--- src/sv/sdro_pkg.sv ---
// ----------------------------------------------------------------------------
// sdro_pkg - shared types and constants of the SCAN request ordering core
// Word layouts of both channels, the queue entry that the front end hands to
// the back end, the sequencer states and the register map.
// ----------------------------------------------------------------------------
`default_nettype none

package sdro_pkg;

  localparam int unsigned POS_W  = 16;
  localparam int unsigned SUM_W  = 22;
  localparam int unsigned ADDR_W = 4;
  localparam int unsigned DATA_W = 32;

  localparam logic [SUM_W-1:0] SUM_MAX = {SUM_W{1'b1}};

  // Register map, index is paddr[3:2]
  localparam logic [1:0] REG_START_POS = 2'd0;
  localparam logic [1:0] REG_SWEEP_UP  = 2'd1;
  localparam logic [1:0] REG_FAR_END   = 2'd2;

  localparam logic [POS_W-1:0] START_POS_RST = 16'd35;
  localparam logic             SWEEP_UP_RST  = 1'b0;
  localparam logic [POS_W-1:0] FAR_END_RST   = 16'd100;

  typedef struct packed {
    logic [POS_W-1:0] cylinder;
    logic             batch_end;
  } in_word_t;

  typedef struct packed {
    logic [POS_W-1:0] position;
    logic [SUM_W-1:0] seek_total;
    logic             path_end;
  } out_word_t;

  // One visit of the path, passed from the sequencer to the seek accumulator
  typedef struct packed {
    logic [POS_W-1:0] position;
    logic             first;
    logic             last;
  } visit_t;

  typedef enum logic [5:0] {
    ST_LOAD  = 6'b000001,
    ST_SPLIT = 6'b000010,
    ST_FIRST = 6'b000100,
    ST_SIDE1 = 6'b001000,
    ST_TURN  = 6'b010000,
    ST_SIDE2 = 6'b100000
  } seq_state_e;

endpackage

`default_nettype wire

--- src/sv/sdro_front.sv ---
// ----------------------------------------------------------------------------
// sdro_front - request intake, insertion sort and path sequencer
// Keeps the batch in a sorted row of cells, splits it at the start position
// and walks the visit order into the queue, one visit per cycle unless full.
// ----------------------------------------------------------------------------
`default_nettype none

module sdro_front #(
  parameter int unsigned MAX_REQUESTS = 32
) (
  input  wire logic                       clk_i,
  input  wire logic                       rst_ni,
  input  wire logic                       in_valid_i,
  output      logic                       in_stall_o,
  input  wire sdro_pkg::in_word_t         in_word_i,
  input  wire logic [sdro_pkg::POS_W-1:0] start_pos_i,
  input  wire logic                       sweep_up_i,
  input  wire logic [sdro_pkg::POS_W-1:0] far_end_i,
  output      logic                       push_o,
  output      sdro_pkg::visit_t           visit_o,
  input  wire logic                       full_i
);

  localparam int unsigned CW = $clog2(MAX_REQUESTS + 1);
  localparam int unsigned IW = (MAX_REQUESTS > 1) ? $clog2(MAX_REQUESTS) : 1;

  logic [sdro_pkg::POS_W-1:0] row_q [MAX_REQUESTS];
  logic [MAX_REQUESTS-1:0]    gt, below;
  logic [CW-1:0]              cnt_q, cnt_d, nleft_q, nleft_d, idx_q, idx_d;
  logic                       desc_q, desc_d;
  sdro_pkg::seq_state_e       state_q, state_d;
  logic                       accept, ins_en;
  logic                       at_end, other_empty, side1_full;
  logic [sdro_pkg::POS_W-1:0] rd_pos;

  assign accept = in_valid_i && !in_stall_o;
  assign ins_en = accept && (cnt_q < CW'(MAX_REQUESTS));
  assign in_stall_o = (state_q != sdro_pkg::ST_LOAD);

  always_comb begin
    for (int i = 0; i < MAX_REQUESTS; i++) begin
      gt[i]    = (CW'(i) < cnt_q) && (row_q[i] > in_word_i.cylinder);
      below[i] = (CW'(i) < cnt_q) && (row_q[i] < start_pos_i);
    end
  end

  // Each cell keeps, takes the new word, or takes its lower neighbor
  for (genvar g = 0; g < MAX_REQUESTS; g++) begin : g_cell
    logic shift_in;
    if (g == 0) begin : g_first
      assign shift_in = 1'b0;
    end else begin : g_rest
      assign shift_in = gt[g-1];
    end
    always_ff @(posedge clk_i) begin
      if (ins_en) begin
        if (shift_in) begin
          row_q[g] <= row_q[(g > 0) ? g - 1 : 0];
        end else if (gt[g] || (CW'(g) == cnt_q)) begin
          row_q[g] <= in_word_i.cylinder;
        end
      end
    end
  end

  assign rd_pos = row_q[idx_q[IW-1:0]];
  assign at_end = desc_q ? (idx_q == '0) : (idx_q == cnt_q - CW'(1));
  assign other_empty = desc_q ? (nleft_q == cnt_q) : (nleft_q == '0);
  assign side1_full = sweep_up_i ? (nleft_q != cnt_q) : (nleft_q != '0);

  always_comb begin
    state_d = state_q;
    cnt_d   = cnt_q;
    nleft_d = nleft_q;
    idx_d   = idx_q;
    desc_d  = desc_q;
    push_o  = 1'b0;
    visit_o = '{position: rd_pos, first: 1'b0, last: 1'b0};
    case (state_q)
      sdro_pkg::ST_LOAD: begin
        if (ins_en) begin
          cnt_d = cnt_q + CW'(1);
        end
        if (accept && in_word_i.batch_end) begin
          state_d = sdro_pkg::ST_SPLIT;
        end
      end
      sdro_pkg::ST_SPLIT: begin
        nleft_d = CW'($countones(below));
        state_d = sdro_pkg::ST_FIRST;
      end
      sdro_pkg::ST_FIRST: begin
        visit_o = '{position: start_pos_i, first: 1'b1, last: 1'b0};
        if (!full_i) begin
          push_o = 1'b1;
          desc_d = !sweep_up_i;
          idx_d  = sweep_up_i ? nleft_q : nleft_q - CW'(1);
          state_d = side1_full ? sdro_pkg::ST_SIDE1 : sdro_pkg::ST_TURN;
        end
      end
      sdro_pkg::ST_SIDE1, sdro_pkg::ST_SIDE2: begin
        visit_o.last = at_end && ((state_q == sdro_pkg::ST_SIDE2) || other_empty);
        if (!full_i) begin
          push_o = 1'b1;
          if (!at_end) begin
            idx_d = desc_q ? idx_q - CW'(1) : idx_q + CW'(1);
          end else if ((state_q == sdro_pkg::ST_SIDE1) && !other_empty) begin
            state_d = sdro_pkg::ST_TURN;
          end else begin
            cnt_d   = '0;
            state_d = sdro_pkg::ST_LOAD;
          end
        end
      end
      sdro_pkg::ST_TURN: begin
        visit_o.position = sweep_up_i ? far_end_i : '0;
        if (!full_i) begin
          push_o  = 1'b1;
          desc_d  = sweep_up_i;
          idx_d   = sweep_up_i ? nleft_q - CW'(1) : nleft_q;
          state_d = sdro_pkg::ST_SIDE2;
        end
      end
      default: begin
        state_d = sdro_pkg::ST_LOAD;
        cnt_d   = '0;
      end
    endcase
  end

  always_ff @(posedge clk_i or negedge rst_ni) begin
    if (!rst_ni) begin
      state_q <= sdro_pkg::ST_LOAD;
      cnt_q   <= '0;
      nleft_q <= '0;
      idx_q   <= '0;
      desc_q  <= 1'b0;
    end else begin
      state_q <= state_d;
      cnt_q   <= cnt_d;
      nleft_q <= nleft_d;
      idx_q   <= idx_d;
      desc_q  <= desc_d;
    end
  end

endmodule

`default_nettype wire

--- src/sv/sdro_queue.sv ---
// ----------------------------------------------------------------------------
// sdro_queue - two-entry queue of visits
// Decouples the path sequencer from the seek accumulator.
// ----------------------------------------------------------------------------
`default_nettype none

module sdro_queue (
  input  wire logic             clk_i,
  input  wire logic             rst_ni,
  input  wire logic             push_i,
  input  wire sdro_pkg::visit_t visit_i,
  output      logic             full_o,
  input  wire logic             pop_i,
  output      sdro_pkg::visit_t visit_o,
  output      logic             empty_o
);

  localparam int unsigned DEPTH = 2;
  localparam int unsigned PTR_W = $clog2(DEPTH);
  localparam int unsigned CNT_W = $clog2(DEPTH + 1);

  sdro_pkg::visit_t entry_q [DEPTH];
  logic [PTR_W-1:0] wr_ptr_q, rd_ptr_q;
  logic [CNT_W-1:0] fill_q;
  logic             do_push, do_pop;

  assign full_o  = (fill_q == CNT_W'(DEPTH));
  assign empty_o = (fill_q == '0);
  assign do_push = push_i && !full_o;
  assign do_pop  = pop_i && !empty_o;
  assign visit_o = entry_q[rd_ptr_q];

  always_ff @(posedge clk_i) begin
    if (do_push) begin
      entry_q[wr_ptr_q] <= visit_i;
    end
  end

  always_ff @(posedge clk_i or negedge rst_ni) begin
    if (!rst_ni) begin
      wr_ptr_q <= '0;
      rd_ptr_q <= '0;
      fill_q   <= '0;
    end else begin
      if (do_push) begin
        wr_ptr_q <= wr_ptr_q + PTR_W'(1);
      end
      if (do_pop) begin
        rd_ptr_q <= rd_ptr_q + PTR_W'(1);
      end
      case ({do_push, do_pop})
        2'b10:   fill_q <= fill_q + CNT_W'(1);
        2'b01:   fill_q <= fill_q - CNT_W'(1);
        default: fill_q <= fill_q;
      endcase
    end
  end

endmodule

`default_nettype wire

--- src/sv/sdro_back.sv ---
// ----------------------------------------------------------------------------
// sdro_back - seek accumulator and output register
// Moves the head to each visit, adds the travel to a saturating sum and
// holds the result word until the consumer takes it.
// ----------------------------------------------------------------------------
`default_nettype none

module sdro_back (
  input  wire logic              clk_i,
  input  wire logic              rst_ni,
  input  wire sdro_pkg::visit_t  visit_i,
  input  wire logic              empty_i,
  output      logic              pop_o,
  output      logic              out_valid_o,
  input  wire logic              out_stall_i,
  output      sdro_pkg::out_word_t out_word_o
);

  logic [sdro_pkg::POS_W-1:0] head_q, diff;
  logic [sdro_pkg::SUM_W-1:0] sum_q, sum_d;
  logic [sdro_pkg::SUM_W:0]   sum_wide;
  logic                       valid_q;
  sdro_pkg::out_word_t        word_q;

  assign pop_o = !empty_i && (!valid_q || !out_stall_i);
  assign diff  = (visit_i.position > head_q) ? visit_i.position - head_q
                                             : head_q - visit_i.position;
  assign sum_wide = {1'b0, sum_q} + (sdro_pkg::SUM_W + 1)'(diff);

  always_comb begin
    if (visit_i.first) begin
      sum_d = '0;
    end else if (sum_wide[sdro_pkg::SUM_W]) begin
      sum_d = sdro_pkg::SUM_MAX;
    end else begin
      sum_d = sum_wide[sdro_pkg::SUM_W-1:0];
    end
  end

  always_ff @(posedge clk_i or negedge rst_ni) begin
    if (!rst_ni) begin
      valid_q <= 1'b0;
      head_q  <= '0;
      sum_q   <= '0;
    end else begin
      if (pop_o) begin
        valid_q <= 1'b1;
        head_q  <= visit_i.position;
        sum_q   <= sum_d;
      end else if (!out_stall_i) begin
        valid_q <= 1'b0;
      end
    end
  end

  always_ff @(posedge clk_i) begin
    if (pop_o) begin
      word_q <= '{position: visit_i.position, seek_total: sum_d, path_end: visit_i.last};
    end
  end

  assign out_valid_o = valid_q;
  assign out_word_o  = word_q;

endmodule

`default_nettype wire

--- src/sv/scan_disk_request_order_core.sv ---
// ----------------------------------------------------------------------------
// scan_disk_request_order_core - SCAN (elevator) ordering of disk requests
// Collects a batch of cylinder requests and emits the head's visit path
// with the running seek distance.
// ----------------------------------------------------------------------------
// Requests enter one word per cycle while the input does not stall; the
// word with batch_end set closes the batch. Up to MAX_REQUESTS requests
// are kept in ascending order as they arrive, so no separate sort pass
// runs; later requests of a full batch are dropped, but a dropped closing
// word still starts scheduling. After the closing word the input stalls,
// the batch is split at start_position (requests equal to it count as the
// upper side), then the sequencer emits one visit per cycle while the queue
// has room: the start position, the first side in sweep order, the
// turnaround point (0 sweeping down, far_end sweeping up) if the other side
// has requests, then the other side. Stalls on the result side hold the
// emission once the queue fills. The input accepts the next batch once the
// last visit is queued.
// Each result word carries the position, the seek total so far (0 on the
// first word, saturating at its maximum) and path_end on the last word.
// A two-entry queue and an output register let the consumer stall without
// losing words. Registers (APB, 32-bit data): start_position at 0x0,
// sweep_up_first at 0x4, far_end at 0x8; write them only while idle.
// ----------------------------------------------------------------------------
`default_nettype none

module scan_disk_request_order_core #(
  parameter int unsigned MAX_REQUESTS = 32
) (
  input  wire logic                        clk_i,
  input  wire logic                        rst_ni,
  // request words
  input  wire logic                        in_valid_i,
  output      logic                        in_stall_o,
  input  wire sdro_pkg::in_word_t          in_word_i,
  // path words
  output      logic                        out_valid_o,
  input  wire logic                        out_stall_i,
  output      sdro_pkg::out_word_t         out_word_o,
  // register port
  input  wire logic                        psel,
  input  wire logic                        penable,
  input  wire logic                        pwrite,
  input  wire logic [sdro_pkg::ADDR_W-1:0] paddr,
  input  wire logic [sdro_pkg::DATA_W-1:0] pwdata,
  output      logic [sdro_pkg::DATA_W-1:0] prdata,
  output      logic                        pready
);

  logic [sdro_pkg::POS_W-1:0] start_pos_q, far_end_q;
  logic                       sweep_up_q;
  logic [1:0]                 reg_idx;
  logic                       reg_wr;

  logic             push, full, pop, empty;
  sdro_pkg::visit_t push_visit, head_visit;

  // Register port: pready is always high, word index from paddr[3:2]
  assign pready  = 1'b1;
  assign reg_idx = paddr[3:2];
  assign reg_wr  = psel && penable && pwrite;

  always_ff @(posedge clk_i or negedge rst_ni) begin
    if (!rst_ni) begin
      start_pos_q <= sdro_pkg::START_POS_RST;
      sweep_up_q  <= sdro_pkg::SWEEP_UP_RST;
      far_end_q   <= sdro_pkg::FAR_END_RST;
    end else if (reg_wr) begin
      case (reg_idx)
        sdro_pkg::REG_START_POS: start_pos_q <= pwdata[sdro_pkg::POS_W-1:0];
        sdro_pkg::REG_SWEEP_UP:  sweep_up_q  <= pwdata[0];
        sdro_pkg::REG_FAR_END:   far_end_q   <= pwdata[sdro_pkg::POS_W-1:0];
        default: begin
          // drop writes to unmapped words
        end
      endcase
    end
  end

  always_comb begin
    case (reg_idx)
      sdro_pkg::REG_START_POS:
        prdata = {{(sdro_pkg::DATA_W - sdro_pkg::POS_W){1'b0}}, start_pos_q};
      sdro_pkg::REG_SWEEP_UP:
        prdata = {{(sdro_pkg::DATA_W - 1){1'b0}}, sweep_up_q};
      sdro_pkg::REG_FAR_END:
        prdata = {{(sdro_pkg::DATA_W - sdro_pkg::POS_W){1'b0}}, far_end_q};
      default:
        prdata = '0;
    endcase
  end

  // Front: load, sort on arrival, split and sequence the visits
  sdro_front #(
    .MAX_REQUESTS(MAX_REQUESTS)
  ) u_front (
    .clk_i      (clk_i),
    .rst_ni     (rst_ni),
    .in_valid_i (in_valid_i),
    .in_stall_o (in_stall_o),
    .in_word_i  (in_word_i),
    .start_pos_i(start_pos_q),
    .sweep_up_i (sweep_up_q),
    .far_end_i  (far_end_q),
    .push_o     (push),
    .visit_o    (push_visit),
    .full_i     (full)
  );

  // Hold up to two visits so each side stalls on its own
  sdro_queue u_queue (
    .clk_i  (clk_i),
    .rst_ni (rst_ni),
    .push_i (push),
    .visit_i(push_visit),
    .full_o (full),
    .pop_i  (pop),
    .visit_o(head_visit),
    .empty_o(empty)
  );

  // Back: accumulate seek distance and present result words
  sdro_back u_back (
    .clk_i      (clk_i),
    .rst_ni     (rst_ni),
    .visit_i    (head_visit),
    .empty_i    (empty),
    .pop_o      (pop),
    .out_valid_o(out_valid_o),
    .out_stall_i(out_stall_i),
    .out_word_o (out_word_o)
  );

endmodule

`default_nettype wire

--- config.mk ---
export PLATFORM = sky130hd
export DESIGN_NAME = scan_disk_request_order_core
export DESIGN_NICKNAME = d
export VERILOG_FILES = /design/src/sv/sdro_pkg.sv /design/src/sv/sdro_front.sv /design/src/sv/sdro_queue.sv /design/src/sv/sdro_back.sv /design/src/sv/scan_disk_request_order_core.sv
export SDC_FILE = /design/constraint.sdc
export NUM_CORES = 2
export LEC_CHECK = 0
export BUFFER_PORTS_ARGS = -buffer_cell sky130_fd_sc_hd__clkbuf_2
export CAP_MARGIN = 20
export CORE_ASPECT_RATIO = 0.7
export CORE_MARGIN = 10
export CORE_UTILIZATION = 60
export DETAILED_ROUTE_END_ITERATION = 7
export HOLD_SLACK_MARGIN = 0.03
export PLACE_DENSITY = 0.77
export SLEW_MARGIN = 30
export SYNTH_ARGS = -nofsm -noshare
export SYNTH_HDL_FRONTEND = slang
export SYNTH_SLANG_ARGS = --single-unit
--- constraint.sdc ---
create_clock -name clk_i -period 14.7 [get_ports clk_i]
set_input_delay 1.47 -clock clk_i [delete_from_list [all_inputs] [get_ports clk_i]]
set_output_delay 1.47 -clock clk_i [all_outputs]
set_load 0.01 [all_outputs]
* Yosys cells after proc, flatten, opt, wreduce, memory -nomap -nowiden
Memories as Yosys holds them, arrays and structs flattened. Cells that the tools add are included.
Word-level totals: register bits 140, logic and storage cells 674, output and inout bits 74, input port bits 60, bits in writable memories 548, memories kept 2
Operators by class: muxes and demuxes 293, equal/unequal tests 55, order comparisons 98, reduce and logical (&&, ||, !) cells 134, bitwise logic cells 32, add/sub/neg operators 43
Memories:
- u_front.row_q | depth 32, bits a word 16, read ports 33, clocked after memory_dff 0, wr ports 32, line sdro_front.sv:27 | logic [sdro_pkg::POS_W-1:0] row_q [MAX_REQUESTS];
- u_queue.entry_q | depth 2, bits a word 18, read ports 1, clocked after memory_dff 0, wr ports 1, line sdro_queue.sv:22 | sdro_pkg::visit_t entry_q [DEPTH];
Operator list (number):
- $gt 16x16->1 | 33
- $mux 16 | 33
- $lt 16x16->1 | 32
- $mux 1 | 233
- $eq 5x6->1 const A | 16
- $lt 5x6->1 const A | 16
- $mux 6 | 16
- $add 6x6->6 | 15
- $logic_and 1x1->1 | 74
- $eq 4x6->1 const A | 8
- $lt 4x6->1 const A | 8
- $pmux 16 s3 | 1
- $mux 22 | 2
- $pmux 6 s3 | 2
- $logic_or 1x1->1 | 34
- $add 1x1->2 | 16
- $pmux 16 s2 | 1
- $sub 16x16->16 | 2
- $or 1x1->1 | 31
- $pmux 6 s5 | 1
- $eq 3x6->1 const A | 4
- $lt 3x6->1 const A | 4
- $add 22x16->23 | 1
- $logic_not 6->1 | 3
- other kinds (38) | 69

* Longest topological paths before layout
An unclocked memory read counts as a cell.
depth after elaboration 9, mapped depth 26, depth with buffers taken out 26

* By module
Synthesis repeated with hierarchy kept, for this count alone.
Second synthesis, totals: cells, all modules 5145, area, all modules 58850.2 µm²
Modules (own cells, without submodules):
- sdro_front | times used 1, area each 50220.7 µm², seq. area each 16001.6 µm², cells each 4364
- sdro_back | times used 1, area each 5378.9 µm², seq. area each 2147.1 µm², cells each 578
- scan_disk_request_order_core | times used 1, area each 1705.4 µm², seq. area each 833.3 µm², cells each 129
- sdro_queue | times used 1, area each 1545.2 µm², seq. area each 1181.1 µm², cells each 74

* Worst setup path after synthesis
No wires, ideal clock.
path type register -> register, from reg start_pos_q[1] (netlist name), to reg u_front.nleft_q[4], slack 8691 ps, buffers on the path 0, data arrival time 5873 ps, period minus slack after synthesis 6009 ps, cell stages (with the launch flop) 23, path through dfstp_2 > inv_1 > ha_1 > a21o_1 > a21o_1 > a211oi_1 > o21bai_1 > a31oi_1 > o21ai_0 > a31oi_1 > ha_1 > fa_1 > fa_1 > fa_1 > fa_1 > inv_1 > fa_1 > inv_1 > ha_1 > a21o_1 > a21oi_1 > xor2_1 > o21ai_0
On the way: word-level cells in the longest chain between the ends 7
Ends and longest elaborated chain:
- from (decl) | line scan_disk_request_order_core.sv:49 | logic [sdro_pkg::POS_W-1:0] start_pos_q, far_end_q;
- from (signal assigned) | line scan_disk_request_order_core.sv:64 | start_pos_q <= sdro_pkg::START_POS_RST;
- from (signal assigned) | line scan_disk_request_order_core.sv:69 | sdro_pkg::REG_START_POS: start_pos_q <= pwdata[sdro_pkg::POS_W-1:0];
- $lt 16x16->1 | line sdro_front.sv:43 | below[i] = (CW'(i) < cnt_q) && (row_q[i] < start_pos_i);
- $logic_and 1x1->1 | line sdro_front.sv:43
- $add 1x1->2 (not written as such) | line sdro_front.sv:89 | nleft_d = CW'($countones(below));
- $add 6x6->6 (not written as such) (3 in a row) | line sdro_front.sv:89
- $add 6x6->6 (not written as such) (*) | line sdro_front.sv:89
- to (signal assigned) | line sdro_front.sv:141 | nleft_q <= nleft_d;
- to (decl) | line sdro_front.sv:29 | logic [CW-1:0] cnt_q, cnt_d, nleft_q, nleft_d, idx_q, idx_d;
Mark *: on every way between the ends. The rest lies on a longest branch, timed or not. A chain may end at the register's enable or synchronous reset.

* Worst setup path in the final report
from reg start_pos_q[1] (netlist name), to reg u_front.nleft_q[5]
The elaborated chain is that of the path after synthesis.

==> out/qor.csv <==
metric,value,unit
Final ANT Viol Nets,0,
CP max stage delay,580,ps
Initial DRC Count,7184,
Startpoint Class,flop,
post-CTS sizing,0,
die area,111000,µm²
largest net degree at the start of global routing,66,
clock sink count,688,
clock slew at reported path FFs,60,ps
H-tree depth,3,
HP Class,reg -> reg,
RSZ-0062 raised after global routing,no,
Slew headroom,0.279,
"delay-heaviest family, CP",adder cells,
DRC violations left,0,
outcome,"complete, no violations",
DP HPWL,154,mm
number of synthesized register bits,688,
CP max-delay cell,a21oi_1,
Chip Width,393,µm
Leak Pwr,26.0,nW
Pre-antenna DRT Iters,6,
cts bufs inserted,75,
CP arrival,8200,ps
routed length per instance,33.1,µm
Post-CTS Setup Inserts,0,
maximum VDD drop,0.215,mV
cell count after synthesis,5117,
Post-CTS Hold Fix Bufs,0,
area of the mapped netlist,58500,µm²
count of different cell masters after synthesis,96,
Final Setup Violations,0,
async set-reset flop share out of synthesis,0.147,
number of port buffers,98,
Slew @ Worst Pin,1070,ps
top-level I/O count,134,
period utilization,0.521,
YS warnings,0,
Mapped Avg Cell Area,11.4,µm²
Layout fillers,7251,
max_cap viols,0,
Crit path required time,15240,ps
GRT Util Overall,0.381,
vias in the first global route,45400,
final design area excluding fillers,63300,µm²
share of layout cells above drive strength 1,0.201,
core area,96300,µm²
CP most frequent cell,fa_1,
placed cell area,60500,µm²
RePlAce Congestion,1.07,
row count,95,
TritonCTS clock tree,built,
Critical path buffers and inverters,6,
worst skew pair latency,700,ps
via count,48200,
"Seq/Total Area, Yosys",0.345,
GRT overflow,0,
CTS max path bufs,3,
Syn-to-layout area delta,8.27,%
antenna violations before repair,15,
final WL,216,mm
number of synthesized flops with an enable pin,587,
crit path max fanout,18,
setup TNS,0,ps
Slew Limit Fails,0,
Starting Density,0.607,
Post-synth top flop,edfxtp_1,
Tmin final,7660,ps
final-report hold violation count,0,
Clock Skew,33.9,ps
critical path class,reg -> reg,
first-pass GRT wire length,310,mm
vias per cell,7.39,
DIE HEIGHT,281,µm
clock tree root driver cell,clkbuf_16,
crit end category,flop,
Pwr per Cell Area,165,nW/µm²
fmax,131,MHz
Final #Nets,6338,
## registers in the layout, summed over array words and instances (netlist names)
register / flops
u_front.cnt_q: 6
start_pos_q: 16
u_front.idx_q: 6
u_front.nleft_q: 6
u_front.desc_q: 1
u_back.out_valid_o: 1
u_queue.entry_q: 36
u_back.head_q: 16
sweep_up_q: 1
u_front.row_q: 512
u_queue.wr_ptr_q: 1
u_back.sum_q: 22
u_queue.rd_ptr_q: 1
u_front.state_q: 6
u_back.out_word_o: 39
u_queue.fill_q: 2
far_end_q: 16
## routing by layer
layer / share of wire / GRT usage / vias to the layer above / wire length [µm]
li1: - / - / 20200 / -
met1: 0.38 / 0.516 / 23300 / 82400
met2: 0.38 / 0.499 / 3983 / 82800
met3: 0.19 / 0.201 / 697 / 40300
met4: 0.048 / 0.156 / 16 / 10500
met5: 0.0017 / 0.0191 / - / 366
## synthesized netlist by cell type, types with 9 or more instances
| master | number | area (µm²) |
|---|---|---|
| o21a_1 | 59 | 443 |
| clkbuf_1 | 121 | 454 |
| nand2_1 | 202 | 758 |
| nand3_1 | 60 | 300 |
| a221oi_1 | 17 | 149 |
| o31ai_1 | 15 | 113 |
| nand4_1 | 143 | 895 |
| nor3_1 | 40 | 200 |
| buf_2 | 48 | 240 |
| xor2_1 | 26 | 228 |
| fa_1 | 30 | 601 |
| o211ai_1 | 81 | 608 |
| a21oi_1 | 389 | 1950 |
| o21ai_0 | 288 | 1440 |
| or2_2 | 10 | 62.6 |
| buf_1 | 15 | 56.3 |
| and2_1 | 14 | 87.6 |
| dfrtp_1 | 94 | 2350 |
| mux2_1 | 18 | 203 |
| o22ai_1 | 12 | 75.1 |
| a2111oi_0 | 9 | 78.8 |
| a22oi_1 | 19 | 143 |
| mux4_2 | 160 | 3600 |
| xnor2_1 | 31 | 272 |
| buf_4 | 28 | 210 |
| nand2b_1 | 15 | 93.8 |
| a31oi_1 | 34 | 213 |
| and3_1 | 18 | 113 |
| inv_1 | 185 | 694 |
| ha_1 | 1057 | 13200 |
| mux2i_1 | 82 | 821 |
| a211oi_1 | 62 | 465 |
| mux2_2 | 471 | 5300 |
| edfxtp_1 | 587 | 17600 |
| nor2_1 | 264 | 991 |
| nor2b_1 | 57 | 357 |
| a21boi_0 | 38 | 285 |
| a21o_1 | 151 | 1130 |
| nor4_1 | 14 | 87.6 |
## layout by cell type, fill, tap and decap left out, types with 143 or more instances in the layout
cell type	n
ha_1	1057
edfxtp_1	587
mux2_2	471
a21oi_1	388
o21ai_0	285
nor2_1	264
nand2_1	202
mux4_2	160
inv_1	155
a21o_1	151
nand4_1	143
## per-stage QoR
| step | total power [W] | instances | hold slack (ps) | setup WS, ps | util |
|---|---|---|---|---|---|
| after floorplan | 0.00616 | 5132 | 452 | 8690 | - |
| after global placement | 0.00787 | 6373 | 466 | 7450 | 0.628 |
| after detailed placement | 0.00804 | 6373 | 472 | 7460 | 0.628 |
| after CTS | 0.0102 | 6513 | 486 | 7400 | 0.656 |
| after global routing | 0.0109 | 6516 | 513 | 6880 | 0.657 |
| final | 0.0105 | 6528 | 479 | 7040 | 0.658 |
## worst paths after layout
kind	startpoint	endpoint	slack (ps)	cells after the start
worst max-delay path	start_pos_q[1]$_DFFE_PN1P_	u_front.nleft_q[5]$_DFFE_PN0P_	7040	25
worst min-delay path	u_back.sum_q[14]$_DFFE_PN0P_	u_back.sum_q[14]$_DFFE_PN0P_	480	2
worst max register to register	start_pos_q[1]$_DFFE_PN1P_	u_front.nleft_q[5]$_DFFE_PN0P_	7040	25
worst min register to register	u_back.sum_q[14]$_DFFE_PN0P_	u_back.sum_q[14]$_DFFE_PN0P_	480	2
max in group asynchronous	rst_ni	u_back.sum_q[18]$_DFFE_PN0P_	12610	2
min in group asynchronous	rst_ni	u_back.sum_q[1]$_DFFE_PN0P_	780	1
## power breakdown
part | internal (W) | switching, W | leakage (nW)
clock | 0.00123 | 0.000902 | 1.28
sequential | 0.00253 | 0.000375 | 6.59
combinational | 0.00203 | 0.00341 | 18.1
total | 0.00579 | 0.00469 | 26.0
## logic make-up (layout without fill, tap and decap cells)
kind of cell / after synthesis / count (layout) / synth area share
other: 2 / 30 / 0.000128
muxes: 731 / 731 / 0.170
AOI/OAI and AO/OA: 1260 / 1260 / 0.136
xor gates and xnor gates: 58 / 58 / 0.00881
DFF: 688 / 688 / 0.345
adders and majority gates: 1087 / 1087 / 0.236
and+or+nand+nor: 887 / 887 / 0.0747
buffers and inverters: 404 / 526 / 0.0295
## worst reg2reg max path, cell delays in order (launching register included)
cell	delay, ps
dfstp_2	380
inv_2	510
buf_4	520
ha_1	370
a21boi_0	130
o21a_1	190
o21ai_0	200
a21oi_1	140
o211ai_1	200
a211oi_1	100
nor2_1	470
ha_1	200
inv_1	50
fa_1	440
fa_1	550
inv_1	60
fa_1	530
fa_1	450
fa_1	510
ha_1	230
inv_1	90
fa_1	230
inv_1	50
a21o_1	170
a21oi_1	580
o21ai_0	170
## area by class of cell
cell class,instances,area [µm²],share of cell area
clock inverter,41,629,0.00994
tap,1261,1580,0.0249
inverter,186,698,0.0110
sequential,688,20200,0.319
clock buffer,99,2060,0.0325
antenna,13,32.5,0.000514
timing repair buffer,200,1270,0.0200
multi-input combinational,4040,36900,0.582
No activity file was read; power rests on OpenSTA's default activity.
